## config.mk

```make
export PLATFORM = sky130hd
export DESIGN_NAME = cau_isqrt
export DESIGN_NICKNAME = d
export VERILOG_FILES = /design/src/hw/rtl/complex_arith_unit_top_assert.svh /design/src/hw/rtl/cau_pkg.sv /design/src/hw/rtl/cau_isqrt.sv
export SDC_FILE = /design/constraint.sdc
export NUM_CORES = 2
export LEC_CHECK = 0
export ABC_AREA = 0
export BUFFER_PORTS_ARGS = -buffer_cell sky130_fd_sc_hd__buf_4
export CORE_MARGIN = 1
export CORE_UTILIZATION = 45
export CTS_CLUSTER_DIAMETER = 30
export DETAILED_ROUTE_END_ITERATION = 10
export SLEW_MARGIN = 30
export SYNTH_ARGS = -nofsm -noshare
export SYNTH_HDL_FRONTEND = slang
export SYNTH_MEMORY_MAX_BITS = 65536
export SYNTH_SLANG_ARGS = --single-unit
```

## constraint.sdc

```tcl
create_clock -name clock -period 4.3 [get_ports clock]
set_clock_uncertainty 0.15 [all_clocks]
set_input_delay 0 -clock clock [delete_from_list [all_inputs] [get_ports clock]]
set_output_delay 0 -clock clock [all_outputs]
set_load 0.01 [all_outputs]
```

## src/hw/rtl/complex_arith_unit_top_assert.svh

```systemverilog
// Assertion macros for the complex arithmetic unit.
`ifndef COMPLEX_ARITH_UNIT_TOP_ASSERT_SVH
`define COMPLEX_ARITH_UNIT_TOP_ASSERT_SVH

// antecedent implies consequent in the same cycle
`define CAU_ASSERT_IMPLY(label, ante, cons, msg) \
   label: assert property (@(posedge clock) disable iff (reset) (ante) |-> (cons)) \
      else $error(msg);

// two expressions agree in every cycle
`define CAU_ASSERT_SAME(label, lhs, rhs, msg) \
   label: assert property (@(posedge clock) disable iff (reset) (lhs) == (rhs)) \
      else $error(msg);

`endif

```

## src/hw/rtl/cau_pkg.sv

```systemverilog
package cau_pkg;

   localparam int FRAC_BITS = 16;

   localparam logic [2:0] KIND_ADD  = 3'd0;
   localparam logic [2:0] KIND_SUB  = 3'd1;
   localparam logic [2:0] KIND_MUL  = 3'd2;
   localparam logic [2:0] KIND_DIV  = 3'd3;
   localparam logic [2:0] KIND_SQRT = 3'd4;
   localparam logic [2:0] KIND_MOD  = 3'd5;

   localparam logic [1:0] STATUS_OK       = 2'd0;
   localparam logic [1:0] STATUS_DIV_ZERO = 2'd1;
   localparam logic [1:0] STATUS_SAT      = 2'd2;

   localparam int ISQRT_STEPS  = 32;
   localparam int ISQRT_LAT    = ISQRT_STEPS + 2;
   localparam int DIV_QBITS    = 33;
   localparam int DIV_NUM_W    = 64 + FRAC_BITS + 1;
   localparam int DIV_HI_W     = DIV_NUM_W - DIV_QBITS;
   localparam int DIV_LAT      = DIV_QBITS + 1;
   localparam int FRONT_STAGES = 3;
   localparam int RSP_LATENCY  = FRONT_STAGES + 2 * ISQRT_LAT + 1;

   typedef struct packed {
      logic [2:0]         kind;
      logic signed [31:0] a_real;
      logic signed [31:0] a_imag;
      logic signed [31:0] b_real;
      logic signed [31:0] b_imag;
   } cau_req_type;

   typedef struct packed {
      logic signed [31:0] res_real;
      logic signed [31:0] res_imag;
      logic [1:0]         status;
   } cau_rsp_type;

   typedef struct packed {
      logic        sat;
      logic [31:0] value;
   } cau_fix_type;

   function automatic cau_fix_type to_fixed(input logic neg, input logic [63:0] mag);
      cau_fix_type f;
      f.sat   = 1'b0;
      f.value = mag[31:0];
      if (neg) begin
         if (mag > 64'h0000_0000_8000_0000) begin
            f.sat   = 1'b1;
            f.value = 32'h8000_0000;
         end else begin
            f.value = ~mag[31:0] + 32'd1;
         end
      end else if (mag > 64'h0000_0000_7FFF_FFFF) begin
         f.sat   = 1'b1;
         f.value = 32'h7FFF_FFFF;
      end
      return f;
   endfunction

endpackage

```

## src/hw/rtl/cau_isqrt.sv

```systemverilog
module cau_isqrt
   import cau_pkg::*;
(
   input  logic        clock,
   input  logic        reset,
   input  logic        in_valid,
   input  logic [63:0] in_radicand,
   output logic        out_valid,
   output logic [32:0] out_root
);

   logic [63:0] rem_ff   [0:ISQRT_STEPS];
   logic [63:0] root_ff  [0:ISQRT_STEPS];
   logic        valid_ff [0:ISQRT_STEPS];
   logic [63:0] rem_in   [0:ISQRT_STEPS];
   logic [63:0] root_in  [0:ISQRT_STEPS];
   logic        out_valid_ff;
   logic [32:0] out_root_ff;
   logic [32:0] out_root_in;

   assign rem_in[0]  = in_radicand;
   assign root_in[0] = '0;

   genvar k;
   for (k = 0; k < ISQRT_STEPS; k++) begin : g_step
      localparam logic [63:0] STEP_BIT = 64'd1 << (2 * ISQRT_STEPS - 2 - 2 * k);
      logic [63:0] trial;
      logic        take;
      assign trial        = root_ff[k] + STEP_BIT;
      assign take         = rem_ff[k] >= trial;
      assign rem_in[k+1]  = take ? rem_ff[k] - trial : rem_ff[k];
      assign root_in[k+1] = take ? (root_ff[k] >> 1) + STEP_BIT : root_ff[k] >> 1;
   end

   assign out_root_in = (rem_ff[ISQRT_STEPS] > root_ff[ISQRT_STEPS])
                      ? root_ff[ISQRT_STEPS][32:0] + 33'd1
                      : root_ff[ISQRT_STEPS][32:0];

   always_ff @(posedge clock) begin
      if (reset) begin
         for (int i = 0; i <= ISQRT_STEPS; i++) begin
            valid_ff[i] <= 1'b0;
         end
         out_valid_ff <= 1'b0;
      end else begin
         valid_ff[0] <= in_valid;
         for (int i = 1; i <= ISQRT_STEPS; i++) begin
            valid_ff[i] <= valid_ff[i-1];
         end
         out_valid_ff <= valid_ff[ISQRT_STEPS];
      end
   end

   always_ff @(posedge clock) begin
      for (int i = 0; i <= ISQRT_STEPS; i++) begin
         rem_ff[i]  <= rem_in[i];
         root_ff[i] <= root_in[i];
      end
      out_root_ff <= out_root_in;
   end

   assign out_valid = out_valid_ff;
   assign out_root  = out_root_ff;

endmodule

```

==> impl_results.md <==
- Most used cell, CP: nor4_1
- Slowest CP cell: a2111oi_1
- Reg power frac: 0.385
- Worst-Skew Late Latency: 0.99 ns
- Crit path largest cell delay: 0.80 ns
- Final Power: 93.1 mW
- Hpwl dp: 221 mm
- Worst-Margin Slew: 1.03 ns
- Bufs and invs on worst path: 0
- FF+latch count, synth: 2,707
- First-pass DRT Iterations: 6
- Setup WS post-layout: 0.151 ns
- Antenna-violating nets left: 0
- Final core utilization: 0.556
- Site Rows: 175
- Data arrival, critical path: 4.80 ns
- Worst-path cell chain: nor4_1 -> nand4_1 -> nor2_1 -> nand2_1 -> a2111oi_1 -> a32oi_1 -> nand3_1 -> nor4_1 -> xnor2_1
- Grt met1 use: 0.321
- Top delay family on crit path: simple AND/OR/NAND/NOR gates
- Final cell count without fillers: 14,456
- Post-synth EDFFs: 0
- Critical path data required time: 4.95 ns
- Slew HR: 0.294
- Die Width: 480 um
- Fin crit period: 4.15 ns
- Main synth FF type: dfxtp_1
- CTS Root Cell: clkbuf_16
- M3 GR Usage: 0.0351
- CTS clk-pin slew, worst paths: 0.06 ns
- # port buffers: 100
- H-tree depth: 5
- Critical Path Source Type: flip-flop
- Antenna violations before repair: 20
- Drt drc: 0
- Post-synth ARST share: 0
- Sw Pwr: 29.3 mW
- Hold_ws: 0.100 ns
- Leakage: 58.0 nW
- Slew Viols, Final: 0
- HP Start: reset
- Final hold violations: 0
- Largest net degree at the start of global routing: 55
- Total die area: 0.231 mm^2
- Launch point of the worst path: rem_ff[0][2110]
- Gr ovfl total: 0
- CTS tree: yes
- Final period util: 0.965
- Unrepaired setup endpoints after global routing: no
- Final setup viols: 0
- Hold Path Class: in -> reg
- Via count: 76,190
- Syn Inst Count: 10,363
- Worst-case clock buffer depth: 4
- Clock power share: 0.409
- Most Crowded Layer GR: met2
- Max-cap viol count: 0
- Area of the core: 0.227 mm^2
- Mapped Area: 0.103 mm^2
- Pint: 63.8 mW
- Final wirelength: 288 mm
- Place WS: -0.0629 ns
- Mapped Nets: 11,023
- Area Overhead vs Synth: 22.8%
- Net Sw Frac: 0.315
- # nets final: 11,707
- 1st-iter DRT viols: 5,252
- I/O pin cnt: 101
- Wirelength per Cell: 20.0 um
- Layout cells sized above 1: 0.112
- Synth unique cells: 96
- Crit-path max FO: 10
- Combinational fraction of design power: 0.207
- Max VDD drop: 0.568 mV
- WS Path Type: reg -> reg
- Avg Inst Size Synth: 9.93 um^2
- CTS sink cnt: 2,707
- Status: finished clean
- Starting Density: 0.453
- GPL Wtd Cong: 0.919
- GRT Total Usage: 0.244
- Post-synthesis sequential area ratio: 0.527
- RR Startpoint: rem_ff[0][2110]
- CTS buffer count: 472
- Max Fclk: 241 MHz
- Number of global-route vias before repair: 75,805
- Routed vias/inst: 5.27
- Synth warn: 0
- Global-route wire length before repair: 440 mm
- Dpl cells: 13,385
- PwrDens: 736 mW/mm^2
- Worst setup EP type: flip-flop
- Met2 usage: 0.409
- Die height: 480 um
[cells in the mapped netlist, types with 27 or more instances]
master	number	area, um^2
dfxtp_1	2707	54200
inv_1	756	2840
nor2_1	672	2520
nand2_1	660	2480
a21oi_1	632	3160
ha_1	593	7420
xnor2_1	515	4510
o21ai_0	486	2430
xor2_1	450	3940
nor4_1	342	2140
nor3_1	275	1380
a21o_1	267	2000
clkbuf_1	192	721
nand3_1	173	866
nand4_1	161	1010
nor2b_1	128	801
or3_1	125	782
o21a_1	114	856
mux2_2	98	1100
nand2b_1	94	588
or4_1	86	646
nor4b_1	59	517
and3_1	58	363
o21bai_1	51	383
o31ai_1	51	383
a211oi_1	48	360
or2_2	47	294
a31oi_1	41	257
nand3b_1	34	255
and2_1	30	188
o211ai_1	27	203
[metrics by stage]
step,TNS (ns),cell area (um^2)
2_1_floorplan,0,103000
3_3_place_gp,0,108000
3_5_place_dp,-0.112,108000
4_1_cts,0,126000
5_1_grt,0,126000
6_report,0,126000
[power by group through the flow]
stage	registers, mW	logic [mW]	clock network [mW]
global route	36.4	21.3	39.9
floorplan	34.0	14.5	0
detailed placement	36.2	18.8	0
global placement	36.3	18.5	0
CTS	35.8	19.1	38.6
finish	35.8	19.2	38.0
[cell families (layout without fill, tap and decap cells)]
logic type,count (synthesis),count (layout),synth area share
AND/OR/NAND/NOR,3053,3053,0.154
flip-flops,2707,2707,0.527
AO/OA/AOI/OAI,1953,1953,0.118
buffers and inverters,986,2063,0.0364
XOR/XNOR,965,965,0.0821
adder cells (fa/ha/maj),593,593,0.0721
multiplexers,106,106,0.0115
other,0,7,0
[final cells by class]
type                       instances  area, um^2
multi-input combinational       6670       45100
clock inverter                   327        4160
sequential                      2707       54200
timing repair buffer             438        3840
fill                           19506      101000
inverter                         758        2850
clock buffer                     540       12500
tap                             3009        3760
antenna                            7        17.5
[placed cells by master, fill, tap and decap left out, types with 50 or more instances in the layout]
cell              n
nand2_1         660
nand4_1         161
nor3_1          274
clkinv_2         52
o21a_1          114
inv_6            62
xnor2_1         515
dlygate4sd3_1   195
bufinv_16        54
and3_1           58
clkbuf_16       477
clkinvlp_4       55
nor2_1          671
buf_4           237
or3_1           125
or4_1            86
o21bai_1         51
nand2b_1         94
a21o_1          266
nor4_1          341
ha_1            593
nor4b_1          58
inv_1           756
nand3_1         173
mux2_2           98
dfxtp_1        2707
o31ai_1          50
o21ai_0         486
xor2_1          450
nor2b_1         128
a21oi_1         631
[path summary, 6_finish.rpt]
kind | end | slack, ns | cells after the start
hold / removal | valid_ff[29] | 0.10 | 4
setup reg to reg | out_root[11] | 0.15 | 9
hold reg to reg | root_ff[0][1803] | 0.13 | 0
setup / recovery | out_root[11] | 0.15 | 9
[sequential cells by signal, indices dropped and copies added (netlist names)]
name / count
valid_ff: 33
rem_ff: 2112
out_root: 33
out_valid: 1
root_ff: 528
[layer usage]
| metal | part of all wire | wire length [um] |
|---|---|---|
| met1 | 0.45 | 131000 |
| met2 | 0.47 | 135000 |
| met3 | 0.046 | 13400 |
| met4 | 0.032 | 9210 |
| met5 | 0 | 0 |
[what timing repair did]
item | 4_1_cts | 5_1_grt
buffers inserted | 0 | 1
hold endpoints to repair | 98 | 0
cloned | 0 | 0
resized for setup | 1 | 3
pin swaps | 0 | 1
hold buffers | 196 | 0
setup endpoints to repair | 2 | 17
[tightest hold or removal path: stages]
cell           delay (ns)
dlygate4sd3_1        0.53
buf_4                0.15
buf_2                0.29
nor2b_1              0.16
No activity file was read; power rests on OpenSTA's default activity.
